File: src/rtl/sktl_ram.sv
// Generic simple dual-port RAM with one write port and a registered read port.
`timescale 1ns / 1ps

module sktl_ram #(
  parameter int unsigned WIDTH = 8,
  parameter int unsigned DEPTH = 64
) (
  input  logic                     clk_i,
  input  logic                     we_i,
  input  logic [$clog2(DEPTH)-1:0] waddr_i,
  input  logic [WIDTH-1:0]         wdata_i,
  input  logic [$clog2(DEPTH)-1:0] raddr_i,
  output logic [WIDTH-1:0]         rdata_o
);

  logic [WIDTH-1:0] mem_q [DEPTH];

  // Write one entry, register the read data
  always_ff @(posedge clk_i) begin
    if (we_i) begin
      mem_q[waddr_i] <= wdata_i;
    end
    rdata_o <= mem_q[raddr_i];
  end

endmodule

File: config.mk
export PLATFORM = sky130hd
export DESIGN_NAME = sktl_ram
export DESIGN_NICKNAME = d
export VERILOG_FILES = /design/src/rtl/sktl_ram.sv
export SDC_FILE = /design/constraint.sdc
export NUM_CORES = 1
export LEC_CHECK = 0
export BUFFER_PORTS_ARGS = -buffer_cell sky130_fd_sc_hd__buf_2
export CAP_MARGIN = 10
export CELL_PAD_IN_SITES_DETAIL_PLACEMENT = 1
export CELL_PAD_IN_SITES_GLOBAL_PLACEMENT = 1
export CORE_MARGIN = 4
export CORE_UTILIZATION = 55
export CTS_CLUSTER_DIAMETER = 60
export DETAILED_ROUTE_END_ITERATION = 7
export GPL_TIMING_DRIVEN = 1
export PLACE_DENSITY = 0.85
export SYNTH_ARGS = -nofsm -noshare
export SYNTH_HDL_FRONTEND = slang
export SYNTH_SLANG_ARGS = --single-unit
File: constraint.sdc
create_clock -name clk_i -period 7.7 [get_ports clk_i]
set_clock_uncertainty 0.2 [all_clocks]
set_input_delay 1.925 -clock clk_i [delete_from_list [all_inputs] [get_ports clk_i]]
set_output_delay 1.925 -clock clk_i [all_outputs]
set_load 0.01 [all_outputs]
==> results.yml, run 1 <==
run_status:
  status: "complete, no violations"
final_layout:
  stdcell_area_mm2: 0.0223
  nNetsFinal: 1004
  antenna-diode-count: 0
  drive_above_1_share: 0.241
  synthToLayoutAreaGrowth_pct: 10.6
  layout.cells.non_filler: 1481
placement:
  postPlaceCellArea_mm2: 0.0207
  gp_congestion: 0.786
  portBuffers: 29
  placed_cells: 1389
  dpl.hpwl_mm: 29.1
sta:
  timing.final.crit_share: 0.632
  finalCriticalPeriod_ns: 4.87
  drv_slew: 0
  fmaxAchievable_mhz: 205
  setup_tns_ns: 0
  worstMarginPinSlew_ns: 1.25
  setup_viol: 0
  slew_headroom: 0.169
  grt_setup_unrepaired: "no"
  finalHoldViolations: 0
yosys:
  synth_xor_xnor_area_share: 0
  synth_area_leader_cell: "edfxtp_1"
  synthTopCellsByArea: "edfxtp_1 76%, mux4_2 14%, nor2_1 1.5%, mux2i_1 1.1%, dfxtp_1 0.79%"
  synth_flop_cell: "edfxtp_1"
  synth.top_cell.area_share: 0.762
  netlist_top_cells_count: "512 x edfxtp_1, 126 x mux4_2, 83 x nor2_1"
  synthMuxAreaShare: 0.159
  async_flop_share: 0
  synth-compound-area-share: 0.0207
  synthAdderAreaFrac: 0
  netlist_instances: 940
  syn_area_mm2: 0.0202
  syn_area_per_cell_um2: 21.5
  ys_seq_elements: 520
  synth_simple_gate_area_share: 0.0339
  ys_seq_area_frac: 0.770
  syn_nets: 962
  yosys_warnings: 0
  yosys.cell_types.count: 40
  synth_edf_count: 512
  synthMostInstantiatedCell: "edfxtp_1"
  synth_top_family_by_area: "multiplexers"
setup_path:
  critPathKind: "input pin to flop"
  worst-path-buf-inv: 2
  r2r-end: "rdata_o[6]$_DFF_P_"
  regToRegStartpoint: "mem_q[29][6]$_DFFE_PP_"
  end_kind: "flop"
  slowest_stage: "clkbuf_8"
  arrival_ns: 5.08
  ff2ff_path_depth: 5
  crit_family: "buffers and inverters"
  worst-path-max-fanout: 77
  max_stage_delay_ns: 0.70
  critical_path.cell_chain: "clkbuf_8 > buf_12 > mux4_2 > mux2_2 > o221a_2 > nor3_1 > o32ai_1"
  cp_num_cells: 7
  worstSetupStartpointType: "input pin"
  reg2reg_slack_ns: 5.25
  required_ns: 7.91
grt:
  grt.total_usage: 0.256
  grt_pass1_vias: 10507
  antenna_found_initial: 1
  grt_pass1_wl_mm: 73.1
  gr-total-overflow: 0
  grt_start_max_net_pins: 78
floorplan:
  start_util: 0.563
  die_area_mm2: 0.0398
  die_h_um: 199
  fp.dieW_um: 199
  ios: 30
  num_rows: 69
  core-area_mm2: 0.0358
clocking:
  cts_resized: 0
  cts_setup_buffers: 0
  cts_buffer_depth: 3
  cts_buffers: 50
  cts.sinks: 520
  cts_tree: "done"
  clkSlewWorstSetupHoldPaths_ns: 0.06
  htreeDepth: 2
  clk_latency_ns: 0.57
  cts-root-buf: "clkbuf_16"
  hold_buffers: 0
route:
  firstDrtPassIters: 5
  drtAntennaViolNets: 0
  num_vias: 9873
  drt_iter0_drc: 1192
  via_per_inst: 6.67
  drc: 0
  routed_wl_mm: 49.3
  avgRoutedWirePerCell_um: 33.3
power:
  power.leakage_uw: 0.00691
  p_per_area_mw_per_mm2: 260
  peakVddDrop_mv: 0.175
  power_uw: 5800
run:
  max_cap_violations: 0
hold_path:
  worstHoldPathCells: 3
  worstHoldStart: "mem_q[26][4]$_DFFE_PP_"
  hold_path.class: "flop to flop"
  min_to: "rdata_o[4]$_DFF_P_"
==> layout make-up <==
cell class                      count  area, um^2
Tap cell                          461         577
Clock inverter                     17         150
Clock buffer                       73        1420
Fill cell                        2836       13500
Sequential cell                   520       15500
Multi-Input combinational cell    369        4320
Timing Repair Buffer               41         299
==> registers in the layout, summed over array words and instances, names as in the netlist <==
| signal | count |
|---|---|
| mem_q | 512 |
| rdata_o | 8 |
==> per-stage QoR <==
stage               hold WS (ns)  utilization  worst slack [ns]
floorplan                  0.518            -              3.91
global placement           0.624        0.577              2.53
detailed placement         0.659        0.577              2.31
CTS                        0.673        0.621              2.90
global route               0.716        0.622              2.76
finish                     0.668        0.622              2.83
==> cells by family after synthesis <==
kind of cell / after synthesis
AO/OA/AOI/OAI: 54
AND/OR/NAND/NOR: 153
flip-flops: 520
multiplexers: 162
buffers and inverters: 51
==> power breakdown <==
| part | internal [uW] | total (uW) | switching, uW |
|---|---|---|---|
| clock | 1370 | 2370 | 992 |
| combinational | 106 | 291 | 185 |
| sequential | 3130 | 3150 | 12.0 |
==> how the worst max path moves through the flow <==
stage,end,slack [ns],start
2_1_floorplan,rdata_o[3]$_DFF_P_,3.91,raddr_i[1]
3_3_place_gp,rdata_o[6]$_DFF_P_,2.53,raddr_i[0]
5_1_grt,rdata_o[6]$_DFF_P_,2.76,raddr_i[0]
6_report,rdata_o[6]$_DFF_P_,2.83,raddr_i[0]
3_5_place_dp,rdata_o[6]$_DFF_P_,2.31,raddr_i[0]
4_1_cts,rdata_o[6]$_DFF_P_,2.90,raddr_i[0]
==> metal layers <==
| layer | up-vias | part of all wire | track usage |
|---|---|---|---|
| met1 | 5197 | 0.38 | 0.362 |
| met3 | 100 | 0.084 | 0.0519 |
| met5 | - | 0.00028 | 0 |
| met2 | 568 | 0.50 | 0.411 |
| li1 | 4006 | - | - |
| met4 | 2 | 0.033 | 0.0828 |
==> worst reg2reg max path, cell delays in order, from the launching register on <==
cell	delay [ns]
edfxtp_1	0.39
mux4_2	0.48
mux2_2	0.29
o221a_2	0.28
nor3_1	0.45
o32ai_1	0.22
==> placed cells by master, fill, tap and decap left out, drive strengths merged <==
cell | synthesis | routed
nand2b | 7 | 7
nand4b | 1 | 1
o311ai | 1 | 1
mux2i | 23 | 23
a22oi | 3 | 3
dfxtp | 8 | 8
bufinv | 0 | 3
mux4 | 126 | 126
nor2b | 14 | 14
edfxtp | 512 | 512
nand3 | 13 | 13
and2 | 1 | 1
a211oi | 4 | 4
a2111oi | 2 | 2
clkinv | 0 | 14
mux2 | 13 | 13
nor2 | 83 | 83
o21a | 2 | 2
o221a | 2 | 2
o2111ai | 3 | 3
nand2 | 19 | 19
a31oi | 1 | 1
o21ai | 4 | 4
nor4 | 2 | 2
nand3b | 3 | 3
o2bb2ai | 3 | 3
nor3 | 7 | 7
o22ai | 8 | 8
or3 | 1 | 1
a221oi | 6 | 6
buf | 34 | 40
o32ai | 2 | 2
o41ai | 2 | 2
o221ai | 8 | 8
nand4 | 2 | 2
clkbuf | 17 | 74
a21oi | 3 | 3
(Power assumes the default switching activity.)
==> run 2: changes to the inputs <==
ABC_AREA = 1   (was not set)
CORE_UTILIZATION = 51   (was 55)
PLACE_DENSITY = 0.86   (was 0.85)
clock period = 5.1 ns   (was 7.7 ns; I/O delays follow)
==> run 2 against run 1 <==
Sequential share of layout area decreased by 2.9 points. Wire length increased by 25%. Flip-flop and latch count unchanged. Register-to-register slack got worse by 1.8 ns. Highest routed layer is now met4. Critical path type unchanged. Final area increased by 4.4%. Largest cell class unchanged. Critical path depth increased by 4. Hold slack got worse by 0.024 ns. First-iteration DRC count increased by 40%. Power increased by 56%.
==> results.yml, run 2 <==
yosys:
  synth_area_leader_cell: "edfxtp_1"
  synthAdderAreaFrac: 0
  synthMuxAreaShare: 0
  synth.top_cell.area_share: 0.720
  netlist_top_cells_count: "648 x nand2_1, 512 x edfxtp_1, 439 x nand3_1"
  syn_nets: 1827
  syn_area_per_cell_um2: 11.8
  yosys_warnings: 0
  ys_seq_area_frac: 0.728
  yosys.cell_types.count: 16
  synth_xor_xnor_area_share: 0
  synth_edf_count: 512
  synth-compound-area-share: 0
  ys_seq_elements: 520
  synth_flop_cell: "edfxtp_1"
  synthTopCellsByArea: "edfxtp_1 72%, nand2_1 11%, nand3_1 10%, buf_6 1.8%, nor2_1 0.99%"
  syn_area_mm2: 0.0213
  netlist_instances: 1805
  synth_simple_gate_area_share: 0.232
  async_flop_share: 0
  synthMostInstantiatedCell: "nand2_1"
  synth_top_family_by_area: "simple AND/OR/NAND/NOR gates"
run:
  max_cap_violations: 0
setup_path:
  worstSetupStartpointType: "input pin"
  required_ns: 5.45
  worst-path-buf-inv: 3
  crit_family: "buffers and inverters"
  critical_path.cell_chain: "buf_6 > inv_6 > buf_12 > nand2_1 > nand3_1 > nand3_1 > nand2_1 > nand2_1 > nand3_1 > nand3_1 > nand2_1"
  end_kind: "flop"
  slowest_stage: "inv_6"
  arrival_ns: 3.74
  worst-path-max-fanout: 100
  reg2reg_slack_ns: 3.44
  critPathKind: "input pin to flop"
  max_stage_delay_ns: 0.66
sta:
  slew_headroom: 0.139
  grt_setup_unrepaired: "no"
  setup_tns_ns: 0
  setup_viol: 0
  finalHoldViolations: 0
  timing.final.crit_share: 0.665
  worstMarginPinSlew_ns: 1.29
  fmaxAchievable_mhz: 295
  drv_slew: 0
  finalCriticalPeriod_ns: 3.39
clocking:
  cts_tree: "done"
  cts_setup_buffers: 0
  hold_buffers: 0
  cts.sinks: 520
  cts-root-buf: "clkbuf_16"
  clk_latency_ns: 0.61
  cts_buffer_depth: 3
  cts_buffers: 53
  clkSlewWorstSetupHoldPaths_ns: 0.06
  htreeDepth: 2
  cts_resized: 0
route:
  avgRoutedWirePerCell_um: 25.9
  drt_iter0_drc: 1671
  drc: 0
  via_per_inst: 6.15
  routed_wl_mm: 61.6
  num_vias: 14662
  drtAntennaViolNets: 0
  firstDrtPassIters: 5
floorplan:
  die_h_um: 213
  ios: 30
  fp.dieW_um: 213
  start_util: 0.519
  die_area_mm2: 0.0452
  num_rows: 74
  core-area_mm2: 0.0411
run_status:
  status: "complete, no violations"
power:
  p_per_area_mw_per_mm2: 389
  peakVddDrop_mv: 0.275
  power.leakage_uw: 0.00834
grt:
  antenna_found_initial: 0
  grt_pass1_wl_mm: 93.6
  gr-total-overflow: 0
  grt_pass1_vias: 15437
  grt.total_usage: 0.275
  grt_start_max_net_pins: 197
final_layout:
  nNetsFinal: 1831
  stdcell_area_mm2: 0.0233
  final_cell_mix: "648 x nand2_1, 512 x edfxtp_1, 439 x nand3_1, 56 x nor2_1, 53 x clkbuf_16"
  multiInputGateArea_mm2: 0.00495
  fillCellCount: 4261
  ff_latch_area_mm2: 0.0155
  drive_above_1_share: 0.0740
  mostFrequentLayoutCell: "nand2_1"
  regMostFlops: "mem_q"
  synthToLayoutAreaGrowth_pct: 9.05
  top_regs: "mem_q (512), rdata_o (8)"
  antenna-diode-count: 0
  largest_reg_flops: 512
hold_path:
  hold_path.class: "flop to flop"
placement:
  gp_congestion: 0.833
  portBuffers: 29
  dpl.hpwl_mm: 35.7
  postPlaceCellArea_mm2: 0.0216
run 2: metrics by stage:
step           instances  setup WS, ns  hold slack [ns]  utilization  power, uW
2_1_floorplan       1805          1.86            0.522            -       5170
3_3_place_gp        2286          1.29            0.594        0.526       5370
3_5_place_dp        2286          1.23            0.636        0.526       5400
4_1_cts             2383          1.84            0.650        0.566       9090
5_1_grt             2383          1.62            0.760        0.566       9320
6_report            2383          1.71            0.645        0.566       9060
run 2: final timing paths:
check	start	to	depth (start not counted)
hold reg to reg	mem_q[12][2]$_DFFE_PP_	rdata_o[2]$_DFF_P_	8
hold / removal	mem_q[12][2]$_DFFE_PP_	rdata_o[2]$_DFF_P_	8
setup / recovery	raddr_i[0]	rdata_o[1]$_DFF_P_	11
setup reg to reg	mem_q[51][2]$_DFFE_PP_	rdata_o[2]$_DFF_P_	8
run 2: layout make-up:
type	count	area share
clock buffers	61	0.0583
clock inverters	36	0.0118
inverters	12	0.00226
multi-input cells	1160	0.213
flip-flops and latches	520	0.668
well taps	532	0.0286
repair buffers	62	0.0189
run 2: logic make-up (layout without fill, tap and decap cells):
kind of cell,Yosys count,after routing
flip-flops,520,520
buffers and inverters,125,171
AND/OR/NAND/NOR,1160,1160
run 2: per-layer routing:
| metal | track usage | part of all wire |
|---|---|---|
| met2 | 0.466 | 0.50 |
| met4 | 0.103 | 0.040 |
| met1 | 0.361 | 0.38 |
| met3 | 0.0456 | 0.075 |
| met5 | 0 | 0 |
run 2: worst min-delay path: cells and delay by family (launching register included):
family / cells / cell delay [ns]
AND/OR/NAND/NOR: 8 / 0.49
flip-flops: 1 / 0.32
run 2: power by group:
part           total, uW  internal [uW]  switching, uW
combinational        579            129            450
sequential          4750           4730           15.8
clock               3730           2100           1630
total               9060           6960           2100
==> run 3: changes to the inputs <==
CORE_UTILIZATION = 46   (was 51)
PLACE_DENSITY = 0.82   (was 0.86)
clock period = 3.1 ns   (was 5.1 ns; I/O delays follow)
==> run 3 against run 2 <==
The flow now finishes with violations (DRC). Combinational power rose by 73%. Core utilization fell by 3.5 points. Wire length rose by 2.5%.
==> results.yml, run 3 (synthesis results as in run 2) <==
grt:
  grt.total_usage: 0.253
  grt_pass1_wl_mm: 96.2
  grt_pass1_vias: 15799
  grt_start_max_net_pins: 97
  antenna_found_initial: 0
  gr-total-overflow: 0
run_status:
  status: "complete, but fails checks"
  violations: "DRC"
sta:
  grt_setup_unrepaired: "no"
  setup_viol: 0
  finalHoldViolations: 0
  fmaxAchievable_mhz: 456
  timing.final.crit_share: 0.708
  slew_headroom: 0.554
  setup_ws_ns: 0.906
  finalCriticalPeriod_ns: 2.19
  setup_tns_ns: 0
  worstMarginPinSlew_ns: 0.667
  drv_slew: 0
final_layout:
  mostFrequentLayoutCell: "nand2_1"
  largest_reg_flops: 512
  top_regs: "mem_q (512), rdata_o (8)"
  nNetsFinal: 1915
  drive_above_1_share: 0.113
  regMostFlops: "mem_q"
  synthToLayoutAreaGrowth_pct: 13.4
  final_cell_mix: "648 x nand2_1, 512 x edfxtp_1, 439 x nand3_1, 100 x buf_4, 56 x nor2_1"
  fillCellCount: 4722
setup_path:
  critical_path.cell_chain: "buf_4 > inv_4 > buf_4 > nand3_1 > nand3_1 > nand2_1 > nand2_1 > nand3_1 > nand3_1 > nand2_1"
  arrival_ns: 2.48
  worstSetupStartpointType: "input pin"
  crit_top_cell: "nand3_1"
  slowest_stage: "buf_4"
  worst-path-max-fanout: 32
  required_ns: 3.39
  max_stage_delay_ns: 0.41
  end_kind: "flop"
  critPathKind: "input pin to flop"
power:
  peakVddDrop_mv: 0.440
  power.leakage_uw: 0.00886
  p_per_area_mw_per_mm2: 619
floorplan:
  start_util: 0.468
  die_h_um: 223
  core-area_mm2: 0.0456
  num_rows: 78
  ios: 30
  fp.dieW_um: 223
  die_area_mm2: 0.0499
clocking:
  hold_buffers: 0
  clkSlewWorstSetupHoldPaths_ns: 0.06
  cts_buffer_depth: 3
  cts_tree: "done"
  cts.sinks: 520
  cts_resized: 0
  htreeDepth: 2
  cts-root-buf: "clkbuf_16"
  cts_setup_buffers: 0
  clk_latency_ns: 0.60
  cts_buffers: 52
route:
  drt_iter0_drc: 1540
  drtAntennaViolNets: 0
  via_per_inst: 5.80
  routed_wl_mm: 63.2
  avgRoutedWirePerCell_um: 25.0
  firstDrtPassIters: 8
  num_vias: 14704
  drc: 2
placement:
  portBuffers: 29
  place_ws_ns: 0.367
  dpl.hpwl_mm: 39.5
  gp_congestion: 0.846
run:
  max_cap_violations: 0
hold_path:
  hold_path.class: "input pin to flop"
==> run 3: cell types whose count changed in the layout (fill, tap and decap cells not counted), sizes merged <==
| cell | before | now |
|---|---|---|
| inv | 14 | 12 |
| diode | 0 | 1 |
| buf | 62 | 147 |
| clkinv | 28 | 18 |
| clkbuf | 61 | 71 |
| clkinvlp | 2 | 0 |
==> run 3: cell type report <==
class                   count  area [um^2]  area share
well taps                 600          751      0.0310
flip-flops and latches    520        15500       0.642
inverters                  12         52.6     0.00217
clock inverters            22          196     0.00812
clock buffers              71         1430      0.0593
repair buffers            147         1280      0.0528
diodes                      1         2.50    0.000103
multi-input cells        1160         4950       0.204
==> run 3: worst paths after layout <==
path / start / endpoint / slack, ns / cells past startpoint
worst max-delay path: raddr_i[1] / rdata_o[2]$_DFF_P_ / 0.91 / 10
worst min-delay path: raddr_i[5] / rdata_o[6]$_DFF_P_ / 0.40 / 3
worst min register to register: mem_q[8][0]$_DFFE_PP_ / rdata_o[0]$_DFF_P_ / 0.66 / 8
worst max register to register: mem_q[55][1]$_DFFE_PP_ / rdata_o[1]$_DFF_P_ / 1.50 / 8
==> run 3: stage by stage <==
step	cells	utilization	area, um^2	hold slack [ns]	total power [uW]
after detailed placement	2439	0.495	22600	0.623	8940
final	2533	0.531	24200	0.397	15000
after global routing	2532	0.531	24200	0.387	15400
after global placement	2439	0.495	22600	0.625	8900
after CTS	2532	0.531	24200	0.358	15000
after floorplan	1805	-	21300	0.522	8500
==> run 3: routing by layer <==
metal | vias to the layer above | wire length (um) | GRT usage
met5 | - | 0 | 0
met4 | 0 | 1890 | 0.0746
met3 | 123 | 4710 | 0.0422
met2 | 602 | 31800 | 0.435
met1 | 7453 | 24900 | 0.332
li1 | 6526 | - | -
==> run 3: critical path: cells and delay by family <==
kind | cells | cell delay (ns)
AND/OR/NAND/NOR | 7 | 0.81
buffers and inverters | 3 | 0.86
==> run 3: power breakdown <==
part | switching, uW | leakage (uW) | internal, uW | total, uW
clock | 2630 | 0.000800 | 3540 | 6170
combinational | 740 | 0.00338 | 264 | 1000
sequential | 28.1 | 0.00467 | 7780 | 7810
total | 3390 | 0.00886 | 11600 | 15000
