## src/rtl/sktl_pkg.sv

```systemverilog
// Package: shared types and constants of the sorted key table.
`timescale 1ns / 1ps

package sktl_pkg;

  // Field widths of one item
  localparam int unsigned KEY_W    = 32;
  localparam int unsigned VALUE_W  = 32;
  localparam int unsigned ACCESS_W = 8;
  localparam int unsigned SLOT_W   = 6;
  localparam int unsigned CMD_W    = 2;
  localparam int unsigned ENTRY_W  = KEY_W + VALUE_W + ACCESS_W;

  // Command codes
  typedef enum logic [CMD_W-1:0] {
    CMD_INSERT = 2'd0,
    CMD_LOOKUP = 2'd1,
    CMD_SET    = 2'd2
  } cmd_e;

  // One stored table entry
  typedef struct packed {
    logic [KEY_W-1:0]          key;
    logic signed [VALUE_W-1:0] value;
    logic [ACCESS_W-1:0]       access;
  } entry_t;

  // One result item
  typedef struct packed {
    logic                      ok;
    logic [SLOT_W-1:0]         slot;
    logic signed [VALUE_W-1:0] value;
    logic [ACCESS_W-1:0]       access;
  } result_t;

  // Sequencer states
  typedef enum logic [6:0] {
    S_IDLE  = 7'b0000001,
    S_PROBE = 7'b0000010,
    S_CMP   = 7'b0000100,
    S_SHIFT = 7'b0001000,
    S_DRAIN = 7'b0010000,
    S_INS   = 7'b0100000,
    S_DONE  = 7'b1000000
  } state_e;

endpackage

```

## src/rtl/sktl_seq.sv

```systemverilog
// Sequencer: binary search with one shared compare unit, entry shift and result capture.
`timescale 1ns / 1ps

module sktl_seq #(
  parameter int unsigned TABLE_DEPTH = 64
) (
  input  logic                               clk_i,
  input  logic                               rst_ni,
  // command side
  input  logic                               start_i,
  input  logic [sktl_pkg::CMD_W-1:0]         cmd_i,
  input  logic [sktl_pkg::KEY_W-1:0]         key_i,
  input  logic signed [sktl_pkg::VALUE_W-1:0] val_i,
  input  logic [sktl_pkg::ACCESS_W-1:0]      acc_i,
  output logic                               busy_o,
  // result side
  output logic                               res_valid_o,
  input  logic                               res_take_i,
  output sktl_pkg::result_t                  res_o,
  // table memory
  output logic                               ram_we_o,
  output logic [$clog2(TABLE_DEPTH)-1:0]     ram_waddr_o,
  output sktl_pkg::entry_t                   ram_wdata_o,
  output logic [$clog2(TABLE_DEPTH)-1:0]     ram_raddr_o,
  input  sktl_pkg::entry_t                   ram_rdata_i
);

  localparam int unsigned IW = $clog2(TABLE_DEPTH);
  localparam int unsigned CW = $clog2(TABLE_DEPTH + 1);

  sktl_pkg::state_e state_q, state_d;

  logic [CW-1:0] count_q, count_d;
  logic [CW-1:0] lo_q, lo_d;
  logic [CW-1:0] hi_q, hi_d;
  logic [IW-1:0] mid_q, mid_d;
  logic [IW-1:0] rp_q, rp_d;
  logic [IW-1:0] wa_q, wa_d;
  logic          pend_q, pend_d;

  logic [sktl_pkg::CMD_W-1:0]          cmd_q, cmd_d;
  logic [sktl_pkg::KEY_W-1:0]          key_q, key_d;
  logic signed [sktl_pkg::VALUE_W-1:0] val_q, val_d;
  logic [sktl_pkg::ACCESS_W-1:0]       acc_q, acc_d;
  sktl_pkg::result_t                   res_q, res_d;

  logic [CW-1:0] mid_full;
  logic [IW-1:0] pos;
  logic          key_eq;
  logic          key_lt;
  logic          key_le;
  logic          is_insert;
  logic          is_set;

  // Shared probe unit: midpoint of the half-open range and key compare
  assign mid_full  = lo_q + ((hi_q - CW'(1) - lo_q) >> 1);
  assign pos       = lo_q[IW-1:0];
  assign key_eq    = (ram_rdata_i.key == key_q);
  assign key_lt    = (ram_rdata_i.key < key_q);
  assign key_le    = key_eq | key_lt;
  assign is_insert = (cmd_q == sktl_pkg::CMD_INSERT);
  assign is_set    = (cmd_q == sktl_pkg::CMD_SET);

  assign busy_o      = (state_q != sktl_pkg::S_IDLE);
  assign res_valid_o = (state_q == sktl_pkg::S_DONE);
  assign res_o       = res_q;

  // Next state, search bounds, shift pointers and memory port
  always_comb begin
    state_d     = state_q;
    count_d     = count_q;
    lo_d        = lo_q;
    hi_d        = hi_q;
    mid_d       = mid_q;
    rp_d        = rp_q;
    wa_d        = wa_q;
    pend_d      = pend_q;
    cmd_d       = cmd_q;
    key_d       = key_q;
    val_d       = val_q;
    acc_d       = acc_q;
    res_d       = res_q;
    ram_we_o    = 1'b0;
    ram_waddr_o = wa_q;
    ram_wdata_o = ram_rdata_i;
    ram_raddr_o = mid_full[IW-1:0];

    unique case (state_q)
      sktl_pkg::S_IDLE: begin
        if (start_i) begin
          cmd_d = cmd_i;
          key_d = key_i;
          val_d = val_i;
          acc_d = acc_i;
          lo_d  = '0;
          hi_d  = count_q;
          res_d = '0;
          case (cmd_i)
            sktl_pkg::CMD_INSERT: begin
              if (count_q == CW'(TABLE_DEPTH)) begin
                state_d = sktl_pkg::S_DONE;
              end else begin
                state_d = sktl_pkg::S_PROBE;
              end
            end
            sktl_pkg::CMD_LOOKUP, sktl_pkg::CMD_SET: begin
              state_d = sktl_pkg::S_PROBE;
            end
            default: begin
              state_d = sktl_pkg::S_DONE;
            end
          endcase
        end
      end

      sktl_pkg::S_PROBE: begin
        if (lo_q < hi_q) begin
          // issue read of the midpoint
          mid_d   = mid_full[IW-1:0];
          state_d = sktl_pkg::S_CMP;
        end else if (is_insert) begin
          // insert position found: shift the tail up when there is one
          rp_d   = IW'(count_q - CW'(1));
          pend_d = 1'b0;
          if (lo_q == count_q) begin
            state_d = sktl_pkg::S_INS;
          end else begin
            state_d = sktl_pkg::S_SHIFT;
          end
        end else begin
          // miss
          res_d   = '0;
          state_d = sktl_pkg::S_DONE;
        end
      end

      sktl_pkg::S_CMP: begin
        if (is_insert) begin
          // upper bound: first entry whose key is greater
          if (key_le) begin
            lo_d = CW'(mid_q) + CW'(1);
          end else begin
            hi_d = CW'(mid_q);
          end
          state_d = sktl_pkg::S_PROBE;
        end else if (key_eq) begin
          res_d.ok     = 1'b1;
          res_d.slot   = sktl_pkg::SLOT_W'(mid_q);
          res_d.access = ram_rdata_i.access;
          if (is_set) begin
            ram_we_o          = 1'b1;
            ram_waddr_o       = mid_q;
            ram_wdata_o.value = val_q;
            res_d.value       = val_q;
          end else begin
            res_d.value = ram_rdata_i.value;
          end
          state_d = sktl_pkg::S_DONE;
        end else begin
          if (key_lt) begin
            lo_d = CW'(mid_q) + CW'(1);
          end else begin
            hi_d = CW'(mid_q);
          end
          state_d = sktl_pkg::S_PROBE;
        end
      end

      sktl_pkg::S_SHIFT: begin
        // read entry rp, write the previously read entry one place up
        ram_raddr_o = rp_q;
        ram_we_o    = pend_q;
        pend_d      = 1'b1;
        wa_d        = rp_q + IW'(1);
        if (rp_q == pos) begin
          state_d = sktl_pkg::S_DRAIN;
        end else begin
          rp_d = rp_q - IW'(1);
        end
      end

      sktl_pkg::S_DRAIN: begin
        // write the last shifted entry
        ram_we_o = 1'b1;
        state_d  = sktl_pkg::S_INS;
      end

      sktl_pkg::S_INS: begin
        // place the new entry
        ram_we_o           = 1'b1;
        ram_waddr_o        = pos;
        ram_wdata_o.key    = key_q;
        ram_wdata_o.value  = val_q;
        ram_wdata_o.access = acc_q;
        count_d            = count_q + CW'(1);
        res_d              = '0;
        res_d.ok           = 1'b1;
        res_d.slot         = sktl_pkg::SLOT_W'(pos);
        state_d            = sktl_pkg::S_DONE;
      end

      sktl_pkg::S_DONE: begin
        // hold the result until the output register takes it
        if (res_take_i) begin
          state_d = sktl_pkg::S_IDLE;
        end
      end

      default: begin
        state_d = sktl_pkg::S_IDLE;
      end
    endcase
  end

  // Control state
  always_ff @(posedge clk_i or negedge rst_ni) begin
    if (!rst_ni) begin
      state_q <= sktl_pkg::S_IDLE;
      count_q <= '0;
      pend_q  <= 1'b0;
    end else begin
      state_q <= state_d;
      count_q <= count_d;
      pend_q  <= pend_d;
    end
  end

  // Working registers and pending result
  always_ff @(posedge clk_i) begin
    lo_q  <= lo_d;
    hi_q  <= hi_d;
    mid_q <= mid_d;
    rp_q  <= rp_d;
    wa_q  <= wa_d;
    cmd_q <= cmd_d;
    key_q <= key_d;
    val_q <= val_d;
    acc_q <= acc_d;
    res_q <= res_d;
  end

endmodule

```

## config.mk

```make
export PLATFORM = sky130hd
export DESIGN_NAME = sktl_seq
export DESIGN_NICKNAME = d
export VERILOG_FILES = /design/src/rtl/sktl_pkg.sv /design/src/rtl/sktl_seq.sv
export SDC_FILE = /design/constraint.sdc
export NUM_CORES = 1
export LEC_CHECK = 0
export ABC_CLOCK_PERIOD_IN_PS = 6350
export BUFFER_PORTS_ARGS = -buffer_cell sky130_fd_sc_hd__buf_2
export CAP_MARGIN = 20
export CORE_UTILIZATION = 50
export DETAILED_ROUTE_END_ITERATION = 7
export HOLD_SLACK_MARGIN = 0.02
export PLACE_DENSITY_LB_ADDON = 0.1
export SLEW_MARGIN = 5
export SYNTH_ARGS = -nofsm -noshare
export SYNTH_HDL_FRONTEND = slang
export SYNTH_SLANG_ARGS = --single-unit
export TNS_END_PERCENT = 30
```

## constraint.sdc

```tcl
create_clock -name clk_i -period 6.35 [get_ports clk_i]
set_input_delay 0.635 -clock clk_i [delete_from_list [all_inputs] [get_ports clk_i]]
set_output_delay 0.635 -clock clk_i [all_outputs]
set_load 0.02 [all_outputs]
```

==> results of run 1 <==
[cell usage after synthesis, drive strengths merged, types with 2 or more instances]
| cell | number | share of area (%) |
|---|---|---|
| a21boi | 3 | 0.25 |
| a21o | 6 | 0.49 |
| a21oi | 63 | 3.5 |
| and2 | 4 | 0.27 |
| and3 | 16 | 1.1 |
| and4b | 2 | 0.22 |
| buf | 16 | 1.3 |
| clkbuf | 29 | 1.2 |
| dfrtp | 14 | 3.8 |
| edfxtp | 153 | 50 |
| fa | 2 | 0.44 |
| ha | 55 | 7.5 |
| inv | 53 | 2.2 |
| mux2i | 3 | 0.33 |
| nand2 | 290 | 12 |
| nand2b | 4 | 0.27 |
| nand3 | 18 | 1.0 |
| nand4 | 16 | 1.1 |
| nor2 | 32 | 1.4 |
| nor2b | 4 | 0.27 |
| nor3 | 7 | 0.50 |
| nor4 | 8 | 1.0 |
| o21a | 4 | 0.33 |
| o21ai | 45 | 2.5 |
| o21bai | 3 | 0.25 |
| o31ai | 5 | 0.46 |
| or3 | 3 | 0.26 |
| xnor2 | 27 | 2.6 |
| xor2 | 15 | 1.4 |
[layout make-up]
class	count	area [sq um]
Clock buffer	19	433
Sequential cell	168	4970
Antenna cell	2	5.00
Tap cell	229	287
Multi-Input combinational cell	653	3790
Fill cell	1530	6590
Clock inverter	13	185
Timing Repair Buffer	293	1500
Inverter	53	199
[sequential cells by signal (all words and copies together) (netlist names)]
register and flops:
rp_q 6, acc_q 8, hi_q 7, count_q 7, pend_q 1, mid_q 6
key_q 32, val_q 32, res_o 47, state_q 7, cmd_q 2, lo_q 7
wa_q 6
[power by group through the flow]
stage | registers, uW | clock network (uW) | logic [uW]
final | 2030 | 1090 | 2530
after global routing | 2080 | 1150 | 2750
after CTS | 2030 | 1110 | 2520
after detailed placement | 2050 | 0 | 2490
after global placement | 2030 | 0 | 2470
after floorplan | 2200 | 0 | 1520
[per-layer routing]
layer  global-route usage, %  wire [um]
met5                       0          0
met1                    34.1      10400
met2                    46.1      12800
met4                    11.3        697
met3                    5.63       1750
[worst max-delay path by stage]
stage / from / endpoint
3_3_place_gp: ram_rdata_i[59] / ram_waddr_o[0]
6_report: lo_q[1] / ram_raddr_o[5]
5_1_grt: lo_q[1] / ram_raddr_o[5]
3_5_place_dp: ram_rdata_i[59] / ram_waddr_o[0]
4_1_cts: lo_q[1] / ram_raddr_o[5]
2_1_floorplan: state_q[3] / acc_q[0]
[through the flow]
step / util, % / total power [uW] / setup slack [ns] / cells / hold WS (ns)
6_report: 63.3 / 5650 / 2.08 / 1430 / 0.114
5_1_grt: 63.3 / 5980 / 1.84 / 1430 / 0.126
4_1_cts: 63.2 / 5650 / 2.10 / 1427 / 0.111
3_5_place_dp: 59.7 / 4540 / 2.33 / 1395 / 0.484
3_3_place_gp: 59.7 / 4500 / 2.37 / 1395 / 0.487
2_1_floorplan: - / 3730 / 1.35 / 919 / 0.339
[kinds of logic (layout without fill, tap and decap cells)]
kind of cell | Yosys count | after routing | synth area share, %
DFF | 168 | 168 | 54.2
other | 0 | 2 | 0
adders and majority gates | 57 | 57 | 7.94
and+or+nand+nor | 409 | 409 | 19.8
xor gates and xnor gates | 42 | 42 | 4.01
AOI/OAI and AO/OA | 141 | 141 | 8.96
buffers and inverters | 98 | 378 | 4.67
muxes | 4 | 4 | 0.450
==> results_dict.tcl, run 1 <==
set metrics [dict create \
    post-route-period-util_pct 67.2 \
    clockPowerShare_pct 19.4 \
    grt_start_max_net_pins 74 \
    clock_skew_ns 0.00833 \
    min_path_type "in2async" \
    r2r_setup_slack_ns 3.02 \
    outcome "finished clean" \
    startpoint_type "register" \
    rows 49 \
    nets 1393 \
    critPathKind "reg2out" \
    swShare_pct 41.6 \
    yosys_warnings 0 \
    drive_above_1_share_pct 28.8 \
    syn_avg_cell_area_sq_um 9.98 \
    slew_headroom_pct 44.2 \
    setup_viol 0 \
    fmax_ghz 0.234 \
    hold_viol_final 0 \
    cts_buffers 17 \
    synth_nets 1126 \
    htreeDepth 4 \
    insertion_delay_ns 0.43 \
    syn_area_sq_um 9170 \
    design.core.area_sq_um 18000 \
    synth-seq-cells 168 \
    cts_setup_buffers 0 \
    hpwl_mm 19.1 \
    end_kind "output port" \
    grt_pass1_vias 7145 \
    synthArstFlopShare_pct 8.93 \
    synthDistinctLibCells 63 \
    globalRouteOverflowTotal 0 \
    intPower_uw 3300 \
    drt_iter0_markers 435 \
    die_w_um 137 \
    ys_seq_area_share_pct 54.2 \
    slowest_stage "edfxtp_1" \
    rsz0062_at_grt "no" \
    antenna_found_initial 2 \
    drv_slew 0 \
    layout_common_cells "289 x nand2_1, 283 x buf_2, 153 x edfxtp_1" \
    rr_worst_depth 8 \
    wl_mm 25.7 \
    die-area_sq_um 18900 \
    synth_flop_cell "edfxtp_1" \
    p_sw_uw 2350 \
    syn_inst 919 \
    worst_pin_slew_ns 0.837 \
    path_delay_family "adder cells" \
    fp.dieH_um 137 \
    gr-usage-all-layers_pct 27.3 \
    io_pins 284 \
    cts-resized-gates 0 \
    post-route-drc-count 0 \
    grt_pass1_wl_mm 38.3 \
    start_util_pct 51.1 \
    maxCapViolCount 0 \
    io_buffers 283 \
    crit_cells 13 \
    power_leakage_uw 0.00537 \
    cts_root_buf "clkbuf_16" \
    antenna_left 0 \
    final_common_cell "nand2_1" \
    routed_via_density 5.31 \
    path_cells "inv_1, fa_1, a21o_1, a21oi_1, xnor2_1, ha_1, o21ai_0, o21bai_1, a21oi_1, xnor2_1, xnor2_1, mux2_2, buf_2" \
    fin_crit_ns 4.27 \
    reg2reg_from "key_q[19]" \
    clock_sinks 168 \
    design_area_sq_um 11400 \
    power_density_nw_per_um2 497 \
    routedWlPerCell_um 17.9 \
    syn2layout_area_growth_pct 24.0 \
    gp_congestion 0.830 \
    firstDrtPassIters 5 \
    tns_ns 0 \
    crit_top_cell "xnor2_1" \
    clk_pin_slew_worst_paths_ns 0.07 \
    postCtsHoldBufs 0 \
    seqPwrFrac_pct 35.9 \
    worstPathMaxFanout 7 \
    cts_tree "yes" \
    reg2reg_to "res_o[41]" \
    crit_arrival_ns 3.63 \
    vias 7589 \
    power_frac_comb_pct 44.7 \
    clockBufferDepth 2 \
    cp_slowest_stage_delay_ns 0.56 \
    ir_drop_mv 0.336 \
    crit_buf_inv 2 \
    required_ns 5.71 \
    dpl_cell_area_sq_um 10700 \
    synth_edf_count 153 \
]
Power figures use the tool's default switching activity.
==> run 2: changes to the inputs <==
- ABC_CLOCK_PERIOD_IN_PS: 6350 -> 3960
- clock period: 6.35 -> 3.96 ns (I/O delays scaled with it)
==> results_dict.tcl, run 2 (synthesis results as in run 1) <==
set metrics [dict create \
    outcome "finished clean" \
    clock_skew_ns 0.0122 \
    antenna_found_initial 1 \
    path_delay_family "compound AO/OA/AOI/OAI gates" \
    wl_mm 25.3 \
    start_util_pct 51.1 \
    globalRouteOverflowTotal 0 \
    routed_via_density 5.30 \
    crit_top_cell "xnor2_1" \
    finalWorstSetupSlack_ns 0.223 \
    die-area_sq_um 18900 \
    r2r_setup_slack_ns 0.88 \
    post-route-period-util_pct 94.4 \
    drive_above_1_share_pct 29.1 \
    antenna_left 0 \
    hpwl_mm 18.6 \
    drt_iter0_markers 478 \
    firstDrtPassIters 5 \
    io_pins 284 \
    startpoint_type "register" \
    slowest_stage "fa_1" \
    utilization_pct 63.3 \
    worst_pin_slew_ns 0.870 \
    dpl_cell_area_sq_um 10800 \
    design.core.area_sq_um 18000 \
    post-place-ws_ns 0.572 \
    fmax_ghz 0.268 \
    grt_pass1_vias 7082 \
    post-route-drc-count 0 \
    clock_sinks 168 \
    cts_tree "yes" \
    critPathKind "reg2out" \
    die_w_um 137 \
    rows 49 \
    cts-resized-gates 0 \
    gp_congestion 0.869 \
    ff_latch_area_sq_um 4970 \
    fp.dieH_um 137 \
    cts_root_buf "clkbuf_16" \
    maxCapViolCount 0 \
    path_cells "inv_1, fa_1, a21o_1, a21oi_1, xnor2_1, ha_1, o21ai_0, o21bai_1, a21oi_1, xnor2_1, xnor2_1, mux2_2, buf_2" \
    crit_buf_inv 2 \
    nets 1399 \
    setup_viol 0 \
    gr-usage-all-layers_pct 26.8 \
    routedWlPerCell_um 17.7 \
    grt_pass1_wl_mm 37.5 \
    grt_start_max_net_pins 48 \
    rsz0062_at_grt "no" \
    end_kind "output port" \
    design_area_sq_um 11400 \
    min_path_type "in2reg" \
    final_common_cell "nand2_1" \
    worstPathMaxFanout 4 \
    largest_reg_flops 47 \
    cp_slowest_stage_delay_ns 0.47 \
    cts_buffers 17 \
    io_buffers 283 \
    syn2layout_area_growth_pct 23.9 \
    fin_crit_ns 3.74 \
    htreeDepth 4 \
    clockBufferDepth 2 \
    insertion_delay_ns 0.43 \
    power_leakage_uw 0.00537 \
    vias 7594 \
    drv_slew 0 \
    layout_common_cells "289 x nand2_1, 283 x buf_2, 153 x edfxtp_1" \
    fill_cells 1553 \
    slew_headroom_pct 41.8 \
    hold_viol_final 0 \
    clk_pin_slew_worst_paths_ns 0.07 \
    multi_input_area_sq_um 3790 \
    required_ns 3.56 \
    power_density_nw_per_um2 782 \
    crit_arrival_ns 3.34 \
    ir_drop_mv 0.618 \
]
[run 2: per-stage QoR]
step,std cells,hold WS [ns],setup TNS [ns],total power (uW)
after floorplan,919,0.100,-11.11,5960
after global placement,1400,0.336,0,7250
after detailed placement,1400,0.346,0,7290
after CTS,1432,0.124,0,8940
after global routing,1433,0.124,0,9410
final,1434,0.139,0,8890
[run 2: worst paths after layout]
path / from / to / depth (start not counted)
max reg2reg: state_q[3] / val_q[29] / 6
min reg2reg: pend_q / pend_q / 2
min: acc_i[2] / acc_q[2] / 1
min in group asynchronous: rst_ni / state_q[4] / 2
max in group asynchronous: rst_ni / state_q[0] / 2
max: lo_q[1] / ram_raddr_o[5] / 13
[run 2: power by group]
group          internal [uW]  switching, uW  leakage [uW]  total, uW
clock network            877            732      0.000267       1610
logic                   1410           2630       0.00345       4040
registers               2890            347       0.00166       3230
[run 2: area by class of cell]
cell class,count,share of cell area [%]
clock buffers,17,3.74
diodes,1,0.0220
well taps,229,2.52
flip-flops and latches,168,43.7
repair buffers,299,13.7
inverters,53,1.75
clock inverters,14,1.21
multi-input cells,653,33.4
[run 2: repair_timing]
| item | CTS | global route |
|---|---|---|
| setup endpoints to repair | 0 | 1 |
| setup buffers | 0 | 1 |
| hold buffers | 1 | 0 |
| endpoints found under the hold margin | 14 | 0 |
[run 2: layer usage]
layer | vias to the layer above | wire, um | part of all wire [%] | track usage, %
met2 | 308 | 12700 | 50 | 46.1
met4 | 0 | 516 | 2.0 | 8.79
met1 | 3528 | 10400 | 41 | 33.0
met5 | - | 0 | 0 | 0
met3 | 36 | 1680 | 6.6 | 6.07
li1 | 3722 | - | - | -
